## src/hw/rtl/tap_pkg.sv

```systemverilog
package tap_pkg;

   localparam int NUM_AXES = 5;
   localparam int SIZE_BITS = 16;
   localparam int INDEX_BITS = 32;
   localparam int ELEM_BITS = 64;

   localparam int ORDER_FIELD_BITS = 3;
   localparam int ORDER_BITS = ORDER_FIELD_BITS * NUM_AXES;
   localparam int AXIS_IDX_BITS = $clog2(NUM_AXES);

   localparam int CSR_INDEX_BITS = $clog2(NUM_AXES + 1);
   localparam int CSR_DATA_BITS = (ORDER_BITS > SIZE_BITS) ? ORDER_BITS : SIZE_BITS;

   // size registers sit at indexes 0..NUM_AXES-1, the order register right after
   localparam logic [CSR_INDEX_BITS-1:0] CSR_SIZE_AXIS0 = '0;
   localparam logic [CSR_INDEX_BITS-1:0] CSR_AXIS_ORDER = CSR_INDEX_BITS'(NUM_AXES);

   localparam int QUEUE_DEPTH = 2;
   localparam int QUEUE_PTR_BITS = $clog2(QUEUE_DEPTH);
   localparam int QUEUE_CNT_BITS = $clog2(QUEUE_DEPTH + 1);

   typedef logic [NUM_AXES-1:0][SIZE_BITS-1:0] size_vec_type;
   typedef logic [NUM_AXES-1:0][INDEX_BITS-1:0] index_vec_type;

   typedef struct packed {
      logic          busy;
      logic          done;
      logic          order_bad;
      size_vec_type  size_m1;
      index_vec_type stride;
   } cfg_status_type;

   typedef struct packed {
      logic [ELEM_BITS-1:0]  value_bits;
      logic [INDEX_BITS-1:0] base;
      index_vec_type         contrib;
      logic                  last_of_tensor;
      logic                  order_error;
   } queue_entry_type;

   typedef enum logic {
      CFG_IDLE,
      CFG_STRIDE
   } cfg_state_type;

   typedef enum logic {
      FRONT_IDLE,
      FRONT_RESCALE
   } front_state_type;

   function automatic logic [SIZE_BITS-1:0] eff_size(input logic [SIZE_BITS-1:0] s);
      return (s == '0) ? SIZE_BITS'(1) : s;
   endfunction

   function automatic logic [SIZE_BITS-1:0] size_minus_one(input logic [SIZE_BITS-1:0] s);
      return (s == '0) ? '0 : s - SIZE_BITS'(1);
   endfunction

   function automatic logic [ORDER_BITS-1:0] identity_order();
      logic [ORDER_BITS-1:0] o;
      o = '0;
      for (int q = 0; q < NUM_AXES; q++) begin
         o[q*ORDER_FIELD_BITS +: ORDER_FIELD_BITS] = ORDER_FIELD_BITS'(q);
      end
      return o;
   endfunction

endpackage

```

## src/hw/rtl/tap_if.sv

```systemverilog
interface tap_req_if import tap_pkg::*; ();
   logic                 valid;
   logic                 ready;
   logic [ELEM_BITS-1:0] element_bits;
   logic                 first_element;

   modport source (output valid, output element_bits, output first_element, input ready);
   modport sink (input valid, input element_bits, input first_element, output ready);
endinterface

interface tap_rsp_if import tap_pkg::*; ();
   logic                  valid;
   logic                  ready;
   logic [ELEM_BITS-1:0]  value_bits;
   logic [INDEX_BITS-1:0] dest_index;
   logic                  last_of_tensor;
   logic                  order_error;

   modport source (output valid, output value_bits, output dest_index, output last_of_tensor,
                   output order_error, input ready);
   modport sink (input valid, input value_bits, input dest_index, input last_of_tensor,
                 input order_error, output ready);
endinterface

```

## src/hw/rtl/tap_cfg.sv

```systemverilog
module tap_cfg import tap_pkg::*; (
   input  logic                      clock,
   input  logic                      reset,
   input  logic                      csr_wr_en,
   input  logic [CSR_INDEX_BITS-1:0] csr_index,
   input  logic [CSR_DATA_BITS-1:0]  csr_wdata,
   output cfg_status_type            cfg_status
);

   logic [SIZE_BITS-1:0]        size_ff [NUM_AXES];
   logic [ORDER_BITS-1:0]       order_ff;
   logic [INDEX_BITS-1:0]       stride_ff [NUM_AXES];
   logic [INDEX_BITS-1:0]       prod_ff;
   logic [AXIS_IDX_BITS-1:0]    step_ff;
   logic                        done_ff;
   cfg_state_type               state_ff, state_in;

   logic [ORDER_FIELD_BITS-1:0] field [NUM_AXES];
   logic [AXIS_IDX_BITS-1:0]    perm [NUM_AXES];
   logic                        order_bad;
   logic                        write_size, write_order, write_hit;
   logic [AXIS_IDX_BITS-1:0]    step_axis;
   logic [SIZE_BITS-1:0]        step_size;
   logic [INDEX_BITS+SIZE_BITS-1:0] prod_full;

   // axis order check: out of range or repeated field falls back to identity
   always_comb begin
      order_bad = 1'b0;
      for (int q = 0; q < NUM_AXES; q++) begin
         field[q] = order_ff[q*ORDER_FIELD_BITS +: ORDER_FIELD_BITS];
      end
      for (int q = 0; q < NUM_AXES; q++) begin
         if (int'(field[q]) >= NUM_AXES) order_bad = 1'b1;
         for (int r = 0; r < q; r++) begin
            if (field[q] == field[r]) order_bad = 1'b1;
         end
      end
      for (int q = 0; q < NUM_AXES; q++) begin
         perm[q] = order_bad ? AXIS_IDX_BITS'(q) : field[q][AXIS_IDX_BITS-1:0];
      end
   end

   assign write_size  = csr_wr_en && (csr_index < CSR_AXIS_ORDER) &&
                        (csr_index >= CSR_SIZE_AXIS0);
   assign write_order = csr_wr_en && (csr_index == CSR_AXIS_ORDER);
   assign write_hit   = write_size || write_order;

   // strides walk from the fastest destination position, one multiply per cycle
   assign step_axis = perm[step_ff];
   assign step_size = eff_size(size_ff[step_axis]);
   assign prod_full = prod_ff * step_size;

   always_comb begin
      state_in = state_ff;
      unique case (state_ff)
         CFG_IDLE: begin
            if (write_hit) state_in = CFG_STRIDE;
         end
         CFG_STRIDE: begin
            if (write_hit) state_in = CFG_STRIDE;
            else if (step_ff == '0) state_in = CFG_IDLE;
         end
         default: state_in = CFG_IDLE;
      endcase
   end

   always_ff @(posedge clock) begin
      if (reset) begin
         for (int a = 0; a < NUM_AXES; a++) begin
            size_ff[a]   <= SIZE_BITS'(1);
            stride_ff[a] <= INDEX_BITS'(1);
         end
         order_ff <= identity_order();
         state_ff <= CFG_IDLE;
         done_ff  <= 1'b0;
         step_ff  <= '0;
         prod_ff  <= INDEX_BITS'(1);
      end else begin
         state_ff <= state_in;
         done_ff  <= (state_ff == CFG_STRIDE) && !write_hit && (step_ff == '0);
         if (write_size) size_ff[csr_index[AXIS_IDX_BITS-1:0]] <= csr_wdata[SIZE_BITS-1:0];
         if (write_order) order_ff <= csr_wdata[ORDER_BITS-1:0];
         if (write_hit) begin
            step_ff <= AXIS_IDX_BITS'(NUM_AXES - 1);
            prod_ff <= INDEX_BITS'(1);
         end else if (state_ff == CFG_STRIDE) begin
            stride_ff[step_axis] <= prod_ff;
            prod_ff              <= prod_full[INDEX_BITS-1:0];
            step_ff              <= step_ff - 1'b1;
         end
      end
   end

   always_comb begin
      cfg_status.busy      = (state_ff == CFG_STRIDE);
      cfg_status.done      = done_ff;
      cfg_status.order_bad = order_bad;
      for (int a = 0; a < NUM_AXES; a++) begin
         cfg_status.size_m1[a] = size_minus_one(size_ff[a]);
         cfg_status.stride[a]  = stride_ff[a];
      end
   end

endmodule

```

## src/hw/rtl/tap_front.sv

```systemverilog
module tap_front import tap_pkg::*; (
   input  logic            clock,
   input  logic            reset,
   tap_req_if.sink         req_ch,
   input  cfg_status_type  cfg_status,
   input  logic            queue_full,
   output logic            queue_push,
   output queue_entry_type queue_entry
);

   // dest offset is kept as base + sum of per-axis terms (counter * stride);
   // the back end adds the terms up
   logic [SIZE_BITS-1:0]     cnt_ff [NUM_AXES];
   logic [INDEX_BITS-1:0]    contrib_ff [NUM_AXES];
   logic [INDEX_BITS-1:0]    base_ff;
   front_state_type          state_ff, state_in;
   logic [AXIS_IDX_BITS-1:0] axis_ff;
   logic                     pend_valid_ff;
   logic [AXIS_IDX_BITS-1:0] pend_axis_ff;
   logic [INDEX_BITS-1:0]    pend_prod_ff;

   logic [SIZE_BITS-1:0]     cnt_e [NUM_AXES];
   logic [INDEX_BITS-1:0]    contrib_e [NUM_AXES];
   logic [INDEX_BITS-1:0]    base_e;
   logic [NUM_AXES-1:0]      at_last;
   logic [NUM_AXES-1:0]      carry;
   logic [SIZE_BITS-1:0]     cnt_in [NUM_AXES];
   logic [INDEX_BITS-1:0]    contrib_in [NUM_AXES];
   logic [INDEX_BITS+SIZE_BITS-1:0] mul_full;
   logic                     busy;
   logic                     accept;

   localparam logic [AXIS_IDX_BITS-1:0] LAST_AXIS = AXIS_IDX_BITS'(NUM_AXES - 1);

   always_comb begin
      base_e = req_ch.first_element ? '0 : base_ff;
      for (int a = 0; a < NUM_AXES; a++) begin
         cnt_e[a]     = req_ch.first_element ? '0 : cnt_ff[a];
         contrib_e[a] = req_ch.first_element ? '0 : contrib_ff[a];
         at_last[a]   = (cnt_e[a] >= cfg_status.size_m1[a]);
      end
      carry[NUM_AXES-1] = 1'b1;
      for (int a = NUM_AXES - 2; a >= 0; a--) begin
         carry[a] = carry[a+1] && at_last[a+1];
      end
      for (int a = 0; a < NUM_AXES; a++) begin
         if (!carry[a]) begin
            cnt_in[a]     = cnt_e[a];
            contrib_in[a] = contrib_e[a];
         end else if (at_last[a]) begin
            cnt_in[a]     = '0;
            contrib_in[a] = '0;
         end else begin
            cnt_in[a]     = cnt_e[a] + SIZE_BITS'(1);
            contrib_in[a] = contrib_e[a] + cfg_status.stride[a];
         end
      end
   end

   assign busy         = (state_ff != FRONT_IDLE) || pend_valid_ff;
   assign req_ch.ready = !busy && !cfg_status.busy && !cfg_status.done && !queue_full;
   assign accept       = req_ch.valid && req_ch.ready;
   assign queue_push   = accept;

   always_comb begin
      queue_entry.value_bits     = req_ch.element_bits;
      queue_entry.base           = base_e;
      queue_entry.last_of_tensor = &at_last;
      queue_entry.order_error    = cfg_status.order_bad;
      for (int a = 0; a < NUM_AXES; a++) begin
         queue_entry.contrib[a] = contrib_e[a];
      end
   end

   // after new strides, rebuild each term from its counter and fold the change into base
   assign mul_full = cfg_status.stride[axis_ff] * cnt_ff[axis_ff];

   always_comb begin
      state_in = state_ff;
      unique case (state_ff)
         FRONT_IDLE: begin
            if (cfg_status.done) state_in = FRONT_RESCALE;
         end
         FRONT_RESCALE: begin
            if (cfg_status.busy || axis_ff == LAST_AXIS) state_in = FRONT_IDLE;
         end
         default: state_in = FRONT_IDLE;
      endcase
   end

   always_ff @(posedge clock) begin
      if (reset) begin
         for (int a = 0; a < NUM_AXES; a++) begin
            cnt_ff[a]     <= '0;
            contrib_ff[a] <= '0;
         end
         base_ff       <= '0;
         state_ff      <= FRONT_IDLE;
         axis_ff       <= '0;
         pend_valid_ff <= 1'b0;
      end else begin
         state_ff      <= state_in;
         pend_valid_ff <= (state_ff == FRONT_RESCALE) && !cfg_status.busy;
         if (accept) begin
            for (int a = 0; a < NUM_AXES; a++) begin
               cnt_ff[a]     <= cnt_in[a];
               contrib_ff[a] <= contrib_in[a];
            end
            base_ff <= base_e;
         end
         if (pend_valid_ff && !cfg_status.busy) begin
            contrib_ff[pend_axis_ff] <= pend_prod_ff;
            base_ff <= base_ff + contrib_ff[pend_axis_ff] - pend_prod_ff;
         end
         if (state_ff == FRONT_RESCALE) begin
            axis_ff <= (axis_ff == LAST_AXIS) ? '0 : axis_ff + 1'b1;
         end else begin
            axis_ff <= '0;
         end
      end
   end

   always_ff @(posedge clock) begin
      if (state_ff == FRONT_RESCALE) begin
         pend_prod_ff <= mul_full[INDEX_BITS-1:0];
         pend_axis_ff <= axis_ff;
      end
   end

endmodule

```

## src/hw/rtl/tap_queue.sv

```systemverilog
module tap_queue import tap_pkg::*; (
   input  logic            clock,
   input  logic            reset,
   input  logic            push,
   input  queue_entry_type push_entry,
   output logic            full,
   input  logic            pop,
   output queue_entry_type pop_entry,
   output logic            empty
);

   localparam logic [QUEUE_PTR_BITS-1:0] LAST_SLOT = QUEUE_PTR_BITS'(QUEUE_DEPTH - 1);

   queue_entry_type             slot_ff [QUEUE_DEPTH];
   logic [QUEUE_PTR_BITS-1:0]   wr_ptr_ff, rd_ptr_ff;
   logic [QUEUE_CNT_BITS-1:0]   count_ff;

   assign full      = (count_ff == QUEUE_CNT_BITS'(QUEUE_DEPTH));
   assign empty     = (count_ff == '0);
   assign pop_entry = slot_ff[rd_ptr_ff];

   always_ff @(posedge clock) begin
      if (reset) begin
         wr_ptr_ff <= '0;
         rd_ptr_ff <= '0;
         count_ff  <= '0;
      end else begin
         if (push) wr_ptr_ff <= (wr_ptr_ff == LAST_SLOT) ? '0 : wr_ptr_ff + 1'b1;
         if (pop) rd_ptr_ff <= (rd_ptr_ff == LAST_SLOT) ? '0 : rd_ptr_ff + 1'b1;
         count_ff <= count_ff + QUEUE_CNT_BITS'(push) - QUEUE_CNT_BITS'(pop);
      end
   end

   always_ff @(posedge clock) begin
      if (push) slot_ff[wr_ptr_ff] <= push_entry;
   end

endmodule

```

## src/hw/rtl/tap_back.sv

```systemverilog
module tap_back import tap_pkg::*; (
   input  logic            clock,
   input  logic            reset,
   input  logic            queue_empty,
   input  queue_entry_type queue_entry,
   output logic            queue_pop,
   tap_rsp_if.source       rsp_ch
);

   // registered adder tree over base and the per-axis terms
   localparam int TREE_TERMS  = NUM_AXES + 1;
   localparam int TREE_LEVELS = $clog2(TREE_TERMS);
   localparam int TREE_LEAVES = 1 << TREE_LEVELS;
   localparam int TREE_HALF   = TREE_LEAVES / 2;

   logic [INDEX_BITS-1:0] src [TREE_LEVELS][TREE_LEAVES];
   logic [INDEX_BITS-1:0] node_ff [TREE_LEVELS][TREE_HALF];
   logic [ELEM_BITS-1:0]  value_ff [TREE_LEVELS];
   logic                  last_ff [TREE_LEVELS];
   logic                  err_ff [TREE_LEVELS];
   logic                  vld_ff [TREE_LEVELS];
   logic                  advance;

   always_comb begin
      src[0][0] = queue_entry.base;
      for (int a = 0; a < NUM_AXES; a++) begin
         src[0][a+1] = queue_entry.contrib[a];
      end
      for (int i = NUM_AXES + 1; i < TREE_LEAVES; i++) begin
         src[0][i] = '0;
      end
      for (int l = 1; l < TREE_LEVELS; l++) begin
         for (int i = 0; i < TREE_LEAVES; i++) begin
            src[l][i] = (i < TREE_HALF) ? node_ff[l-1][i] : '0;
         end
      end
   end

   // whole tree moves together; output stage doubles as the result register
   assign advance   = !vld_ff[TREE_LEVELS-1] || rsp_ch.ready;
   assign queue_pop = advance && !queue_empty;

   always_ff @(posedge clock) begin
      if (reset) begin
         for (int l = 0; l < TREE_LEVELS; l++) begin
            vld_ff[l] <= 1'b0;
         end
      end else if (advance) begin
         vld_ff[0] <= queue_pop;
         for (int l = 1; l < TREE_LEVELS; l++) begin
            vld_ff[l] <= vld_ff[l-1];
         end
      end
   end

   always_ff @(posedge clock) begin
      if (advance) begin
         for (int l = 0; l < TREE_LEVELS; l++) begin
            for (int j = 0; j < TREE_HALF; j++) begin
               node_ff[l][j] <= src[l][2*j] + src[l][2*j+1];
            end
         end
         value_ff[0] <= queue_entry.value_bits;
         last_ff[0]  <= queue_entry.last_of_tensor;
         err_ff[0]   <= queue_entry.order_error;
         for (int l = 1; l < TREE_LEVELS; l++) begin
            value_ff[l] <= value_ff[l-1];
            last_ff[l]  <= last_ff[l-1];
            err_ff[l]   <= err_ff[l-1];
         end
      end
   end

   assign rsp_ch.valid          = vld_ff[TREE_LEVELS-1];
   assign rsp_ch.dest_index     = node_ff[TREE_LEVELS-1][0];
   assign rsp_ch.value_bits     = value_ff[TREE_LEVELS-1];
   assign rsp_ch.last_of_tensor = last_ff[TREE_LEVELS-1];
   assign rsp_ch.order_error    = err_ff[TREE_LEVELS-1];

endmodule

```

## src/hw/rtl/tensor_axis_permute_addr_gen_core.sv

```systemverilog
// Throughput: one item per cycle while not stalled by rsp back-pressure or by a size or order
//   write; the front odometer updates every term in parallel. A result passes the queue and
//   the registered adder tree that sums base and per-axis terms.
// A size or order write stalls req while strides are rebuilt: one stride multiply
//   per axis, then one term rebuild per axis. Sync reset: sizes 1, identity order,
//   strides 1, counters and offset 0, queue and output empty.
module tensor_axis_permute_addr_gen_core import tap_pkg::*; (
   input  logic                      clock,
   input  logic                      reset,
   tap_req_if.sink                   req_ch,
   tap_rsp_if.source                 rsp_ch,
   input  logic                      csr_wr_en,
   input  logic [CSR_INDEX_BITS-1:0] csr_index,
   input  logic [CSR_DATA_BITS-1:0]  csr_wdata
);

   cfg_status_type  cfg_status;
   logic            queue_push, queue_full, queue_pop, queue_empty;
   queue_entry_type push_entry, pop_entry;

   tap_cfg u_cfg (
      .clock      (clock),
      .reset      (reset),
      .csr_wr_en  (csr_wr_en),
      .csr_index  (csr_index),
      .csr_wdata  (csr_wdata),
      .cfg_status (cfg_status)
   );

   tap_front u_front (
      .clock       (clock),
      .reset       (reset),
      .req_ch      (req_ch),
      .cfg_status  (cfg_status),
      .queue_full  (queue_full),
      .queue_push  (queue_push),
      .queue_entry (push_entry)
   );

   tap_queue u_queue (
      .clock      (clock),
      .reset      (reset),
      .push       (queue_push),
      .push_entry (push_entry),
      .full       (queue_full),
      .pop        (queue_pop),
      .pop_entry  (pop_entry),
      .empty      (queue_empty)
   );

   tap_back u_back (
      .clock       (clock),
      .reset       (reset),
      .queue_empty (queue_empty),
      .queue_entry (pop_entry),
      .queue_pop   (queue_pop),
      .rsp_ch      (rsp_ch)
   );

endmodule

```

## src/flat_wrapper.sv

```systemverilog
// flat-port wrapper written by rule: the top's interface ports become plain ports
module tensor_axis_permute_addr_gen_core_flat import tap_pkg::*;
  (clock, reset, csr_wr_en, csr_index, csr_wdata, req_ch_valid, req_ch_element_bits, req_ch_first_element, req_ch_ready, rsp_ch_valid, rsp_ch_value_bits, rsp_ch_dest_index, rsp_ch_last_of_tensor, rsp_ch_order_error, rsp_ch_ready);
  tap_req_if req_ch_i ();
  tap_rsp_if rsp_ch_i ();
  input  logic clock;
  input  logic reset;
  input  logic csr_wr_en;
  input  logic [CSR_INDEX_BITS-1:0] csr_index;
  input  logic [CSR_DATA_BITS-1:0] csr_wdata;
  input wire logic [$bits(req_ch_i.valid)-1:0] req_ch_valid;
  input wire logic [$bits(req_ch_i.element_bits)-1:0] req_ch_element_bits;
  input wire logic [$bits(req_ch_i.first_element)-1:0] req_ch_first_element;
  output wire logic [$bits(req_ch_i.ready)-1:0] req_ch_ready;
  output wire logic [$bits(rsp_ch_i.valid)-1:0] rsp_ch_valid;
  output wire logic [$bits(rsp_ch_i.value_bits)-1:0] rsp_ch_value_bits;
  output wire logic [$bits(rsp_ch_i.dest_index)-1:0] rsp_ch_dest_index;
  output wire logic [$bits(rsp_ch_i.last_of_tensor)-1:0] rsp_ch_last_of_tensor;
  output wire logic [$bits(rsp_ch_i.order_error)-1:0] rsp_ch_order_error;
  input wire logic [$bits(rsp_ch_i.ready)-1:0] rsp_ch_ready;
  assign req_ch_i.valid = req_ch_valid;
  assign req_ch_i.element_bits = req_ch_element_bits;
  assign req_ch_i.first_element = req_ch_first_element;
  assign req_ch_ready = req_ch_i.ready;
  assign rsp_ch_valid = rsp_ch_i.valid;
  assign rsp_ch_value_bits = rsp_ch_i.value_bits;
  assign rsp_ch_dest_index = rsp_ch_i.dest_index;
  assign rsp_ch_last_of_tensor = rsp_ch_i.last_of_tensor;
  assign rsp_ch_order_error = rsp_ch_i.order_error;
  assign rsp_ch_i.ready = rsp_ch_ready;
  tensor_axis_permute_addr_gen_core u_core (.clock(clock), .reset(reset), .req_ch(req_ch_i), .rsp_ch(rsp_ch_i), .csr_wr_en(csr_wr_en), .csr_index(csr_index), .csr_wdata(csr_wdata));
endmodule
```

## config.mk

```make
export PLATFORM = sky130hd
export DESIGN_NAME = tensor_axis_permute_addr_gen_core_flat
export DESIGN_NICKNAME = d
export VERILOG_FILES = /design/src/hw/rtl/tap_pkg.sv /design/src/hw/rtl/tap_if.sv /design/src/hw/rtl/tap_cfg.sv /design/src/hw/rtl/tap_front.sv /design/src/hw/rtl/tap_queue.sv /design/src/hw/rtl/tap_back.sv /design/src/hw/rtl/tensor_axis_permute_addr_gen_core.sv /design/src/flat_wrapper.sv
export SDC_FILE = /design/constraint.sdc
export NUM_CORES = 2
export LEC_CHECK = 0
export ABC_AREA = 0
export BUFFER_PORTS_ARGS = -buffer_cell sky130_fd_sc_hd__buf_4
export CAP_MARGIN = 30
export CORE_MARGIN = 1
export CORE_UTILIZATION = 54
export DETAILED_ROUTE_END_ITERATION = 6
export GPL_ROUTABILITY_DRIVEN = 0
export HOLD_SLACK_MARGIN = 0.15
export PLACE_DENSITY = 0.79
export RECOVER_POWER = 50
export SYNTH_ARGS = -nofsm -noshare
export SYNTH_HDL_FRONTEND = slang
export SYNTH_SLANG_ARGS = --single-unit
```

## constraint.sdc

```tcl
create_clock -name clock -period 35.9 [get_ports clock]
set_input_delay 1.795 -clock clock [delete_from_list [all_inputs] [get_ports clock]]
set_output_delay 1.795 -clock clock [all_outputs]
set_load 0.005 [all_outputs]
```

== Yosys cells after proc, flatten, opt, wreduce, memory -nomap -nowiden ==
Memories as Yosys holds them, arrays and structs flattened. A register that Yosys moved wholly into a read port is not among the register bits.
Index checks and enable logic that the tools add are counted.
W data, S select, Z words.
Word-level totals
  input bits: 89
  memories kept: 10
  word-level logic and storage cells: 261
  flip-flop bits (word level): 128
  bits in writable memories: 1485
Cells by class
  eq/ne operators: 13
  $add $sub $neg: 30
  $mul: 2
  bitwise logic cells: 16
  magnitude comparators: 14
  reductions and logical operators: 42
  mux-type cells: 119
Memory list
  u_core.u_queue.slot_ff: depth 2, bits a word 258, read ports 1, clocked after Yosys merged registers in 1, wr ports 1, line tap_queue.sv:14  | queue_entry_type slot_ff [QUEUE_DEPTH];
  u_core.u_back.node_ff: depth 3, bits a word 96, read ports 3, clocked after Yosys merged registers in 0, wr ports 3, line tap_back.sv:17  | logic [INDEX_BITS-1:0] node_ff [TREE_LEVELS][TREE_HALF];
  u_core.u_back.value_ff: depth 3, bits a word 64, read ports 3, clocked after Yosys merged registers in 0, wr ports 3, line tap_back.sv:18  | logic [ELEM_BITS-1:0] value_ff [TREE_LEVELS];
  u_core.u_cfg.stride_ff: depth 5, bits a word 32, read ports 5, clocked after Yosys merged registers in 0, wr ports 5, line tap_cfg.sv:12  | logic [INDEX_BITS-1:0] stride_ff [NUM_AXES];
  u_core.u_front.contrib_ff: depth 5, bits a word 32, read ports 6, clocked after Yosys merged registers in 1, wr ports 5, line tap_front.sv:14  | logic [INDEX_BITS-1:0] contrib_ff [NUM_AXES];
  u_core.u_cfg.size_ff: depth 5, bits a word 16, read ports 6, clocked after Yosys merged registers in 0, wr ports 5, line tap_cfg.sv:10  | logic [SIZE_BITS-1:0] size_ff [NUM_AXES];
  +4 memories
Operator list (count)
  $mux W32: 25
  $mux W16: 26
  $add A32 B32 Y32: 11
  $bmux W32 S3: 1
  $logic_not A16 Y1: 6
  $add A16 B1 Y16 const B: 5
  $ge A16 B16 Y1: 5
  $sub A16 B1 Y16 const B: 5
  $add A32 B32 Y32 const B: 2
  $mul A32 B16 Y32: 2
  $reduce_or A32 Y1: 2
  $mux W1: 50
  $mux W3: 14
  $sub A32 B32 Y32: 1
  $eq A3 B3 Y1: 10
  $reduce_or A16 Y1: 1
  $ge A3 B3 Y1 const B: 5
  $logic_and A1 B1 Y1: 15
  $or A1 B1 Y1: 13
  $bmux W3 S3: 1
  $logic_not A1 Y1: 7
  $eq A3 B3 Y1 const B: 2
  $reduce_and A5 Y1: 1
  $ge A4 B4 Y1 const B: 1
  other kinds (18): 25

== Depth between registers and ports, before layout ==
An unclocked memory read counts as a cell.
  depth in word-level cells: 24
  depth in mapped cells: 41
  depth with buffers taken out: 36

== Modules after synthesis ==
A second synthesis with hierarchy kept.
Second synthesis, totals
  cells, all modules: 10083
  area total of the unflattened synthesis: 112362.8 µm²
Modules (own cells, without submodules)
  tap_front: times used 1, area an instance 45696.3 µm², cells an instance 4944
  tap_cfg: times used 1, area an instance 26575.5 µm², cells an instance 2713
  tap_back: times used 1, area an instance 20404.6 µm², cells an instance 1602
  tap_queue: times used 1, area an instance 19686.4 µm², cells an instance 824

== Worst setup path after synthesis ==
OpenSTA, ideal clock, no wires.
  kind: input port to flip-flop
  start: input req_ch_valid
  end: memory u_core.u_queue.slot_ff[0][0] (netlist name), enable pin
  data required time: 35019 ps
  data arrival time: 12914 ps
  stages on the path: 4
  path buffers: 1
  setup time: 881 ps
  setup slack: 22105 ps
  path through: and2_1 > clkbuf_1 > inv_1 > nor2_1
On the way
  word-level cells in the longest chain between the ends: 3
Ends and longest elaborated chain
  start, declared: line flat_wrapper.sv:11  | input wire logic [$bits(req_ch_i.valid)-1:0] req_ch_valid;
  $logic_and A1 B1 Y1: line tap_front.sv:62  | assign accept = req_ch.valid && req_ch.ready;
  $mux W1: line tap_queue.sv:35  | if (push) slot_ff[wr_ptr_ff] <= push_entry;
  $mux W1 (not written as such): line tap_queue.sv:35
  end, declared: line tap_queue.sv:14
Every way passes these cells.

==> reports/metrics.cfg <==
[pwr]
p_per_area_nw_per_um2=66.55
p_leak_uw=0.04668
vdd_drop_max_mv=0.05778

[floorplanning]
die_x_microns=448.9
row_count=163
initial_utilization_pct=54.53
dieArea_sq_um=201500
chipHeight_microns=448.9
coreArea_sq_um=197800
io-pin-count=189

[clocking]
cts_max_level=4
cts_resized=0
cts_max_path_buffers=3
path_clk_slew_ns=0.06
ctsHoldBuffers=0
clkSinkCount=1634
postCtsSetupBuffers=0
clock_latency_ns=0.86
cts_tree=yes
cts_buffers=176
cts_root_buf=clkbuf_16

[yosys]
ys_async_sr_fraction_pct=0
ys_ff_latch=1634
synth_area_per_cell_sq_um=11.38
syn_area_sq_um=107900
synth_edf_count=1537
yosysWarnings=0
yosysMostFrequentCell=edfxtp_1
synth_top_area_share_pct=42.79
synth_cells=9478
seq_area_frac_synth_pct=44.59
synth_cell_types=96
yosysTopAreaCell=edfxtp_1
synth.area.top_cells=edfxtp_1 (43%), fa_1 (12%), ha_1 (6.6%)
synthFlopType=edfxtp_1
ys_top_cells_by_count=edfxtp_1 (1537), nand2_1 (1006), inv_1 (892)

[sta]
slew_violations=1273
fin_crit_sh_pct=47.73
rsz0062_at_grt=false
slew_headroom_pct=-456.9
hold_viol_final=0
final-setup-viol-count=0
tns_ns=0
finalClockSkew_ns=0.08368
worst_slew_pin_slew_ns=8.353
fin_crit_ns=17.13
max_freq_mhz=58.36

[placed_design]
numPortBuffers=188
dpl.hpwl_microns=214200
placed_cells=12009

[final_layout]
fin_cells=12355
syn2layout_area_growth_pct=9.057
nNetsFinal=10857
drive_gt1_share_pct=10.04

[setup_path]
rr_worst_depth=17
cp-start-kind=flip-flop
critPathKind=reg2reg
crit_path_end_kind=flip-flop
reg2reg_slack_ns=18.77
crit_arrival_ns=17.67
crit_path_max_fanout=147
required_ns=36.43
worstReg2RegEnd=u_core.u_back.node_ff[0][31]

[grt]
track_usage_pct=28.74
grt_max_degree=148
grt_pass1_vias=77145
grt_antenna_before_repair=13
grt_pass1_wl_microns=445900
grt_overflow_total=0

[status]
status=finished with violations
violations=DRC, capacitance limit, slew limit

[route]
post-route-drc-count=2
drt_iter0_markers=8723
num_vias=75547
wl_per_cell_microns=23.68
viasPerCell=6.115
drtPass1Iterations=7
drtAntennaViolNets=0
wl_microns=292600

[min_path]
hold_class=reg2reg
whs_path_depth=0
worstHoldEndpoint=u_core.u_back.value_ff[0][148]
hp-start=u_core.u_back.value_ff[0][84]

[job]
drv_cap=26

## logic make-up after synthesis
family / synth area share (%)
xor gates and xnor gates: 4.509
and+or+nand+nor: 12.71
AOI/OAI and AO/OA: 8.654
other: 0.003477
buffers and inverters: 4.998
muxes: 5.903
DFF: 44.59
adders and majority gates: 18.63
## routing by layer
layer / global-route usage (%) / wire, microns / part of all wire (%)
met1: 35.61 / 105400 / 36
met2: 45.67 / 133100 / 45
met3: 7.240 / 34170 / 12
met4: 16.82 / 19900 / 6.8
met5: 0 / 13 / 0.0044
## report_power, final
group	switching, uW	internal (uW)
Combinational	1880	1320
Sequential	178	2610
Clock	805	1040
Total	2860	4970
## registers in the layout (all words and copies together), names as in the netlist, 15 cells and up, named ones only
name / flops
u_core.u_back.node_ff: 192
u_core.u_back.value_ff: 192
u_core.u_cfg.order_ff: 15
u_core.u_cfg.prod_ff: 32
u_core.u_cfg.size_ff: 97
u_core.u_cfg.stride_ff: 160
u_core.u_front.base_ff: 32
u_core.u_front.cnt_ff: 80
u_core.u_front.contrib_ff: 256
u_core.u_front.pend_prod_ff: 32
u_core.u_queue.slot_ff: 516
## how the worst max path moves through the flow
stage | startpoint | endpoint | slack (ns) | depth (start not counted)
final | flip-flop | u_core.u_back.node_ff[0][31] | 18.77 | 17
after global routing | flip-flop | u_core.u_back.node_ff[0][31] | 17.56 | 17
after CTS | u_core.u_cfg.order_ff[3] | u_core.u_cfg.prod_ff[31] | 25.22 | 34
after detailed placement | u_core.u_cfg.order_ff[3] | u_core.u_cfg.prod_ff[31] | 25.24 | 34
after global placement | u_core.u_cfg.order_ff[14] | u_core.u_cfg.prod_ff[31] | 25.63 | 34
after floorplan | req_ch_valid | u_core.u_queue.slot_ff[0][0] | 22.10 | 4
## placed cells by master (no fill, tap or decap), types with 45 or more instances in the layout
master,Yosys,layout
clkbuf_16,0,177
inv_1,892,890
o21a_1,56,56
ha_1,568,568
nand2_1,1006,1006
fa_1,649,649
a21o_1,162,162
nand2b_1,93,92
edfxtp_1,1537,1537
xnor2_1,360,360
clkbuf_4,0,126
dfxtp_1,97,94
xor2_1,185,185
and2_1,396,346
nor2b_1,319,319
nor3_1,123,118
nor2_1,510,503
mux2_2,257,253
mux2i_1,98,97
nand3_1,103,104
a22oi_1,145,145
and3_1,56,57
o21bai_1,68,68
and2_0,0,50
clkbuf_1,340,111
or3_1,45,45
mux4_2,110,110
buf_4,80,114
o21ai_0,353,353
a21oi_1,345,345
## critical path, stage by stage (launching register included)
cell and delay, ns:
dfxtp_1 1.87, clkbuf_1 3.00, clkbuf_1 5.99, mux2_2 0.97, ha_1 0.34, a21o_1 0.21, a21oi_1 0.21, a21boi_1 0.12
o31ai_1 0.38, a211oi_1 0.24, o41ai_1 0.85, o2111ai_1 0.29, o31ai_1 0.47, o21ai_0 0.43, a2111oi_0 0.66, o31ai_1 0.17
a21oi_1 0.21, xnor2_1 0.14
## layout make-up
type                            instances  area (sq um)
Inverter                              893          3353
Timing Repair Buffer                  332          2416
Multi-Input combinational cell       6514         54530
Tap cell                             2640          3303
Sequential cell                      1634         48100
Antenna cell                           10         25.02
Clock inverter                        113          1227
Clock buffer                          219          4677
Fill cell                           15288         80190
## through the flow
| step | area [sq um] | power (uW) | setup WS (ns) | hold WS [ns] | util (%) |
|---|---|---|---|---|---|
| 3_3_place_gp | 111700 | 5788 | 25.63 | 0.4009 | 56.49 |
| 4_1_cts | 118000 | 7789 | 25.22 | 0.4142 | 59.64 |
| 5_1_grt | 117600 | 8251 | 17.56 | 0.4166 | 59.45 |
| 6_report | 117600 | 7829 | 18.77 | 0.4112 | 59.46 |
| 2_1_floorplan | 107900 | 5025 | 22.10 | 0.4003 | - |
| 3_5_place_dp | 112100 | 5923 | 25.24 | 0.4045 | 56.65 |
No activity file was read; power rests on OpenSTA's default activity.
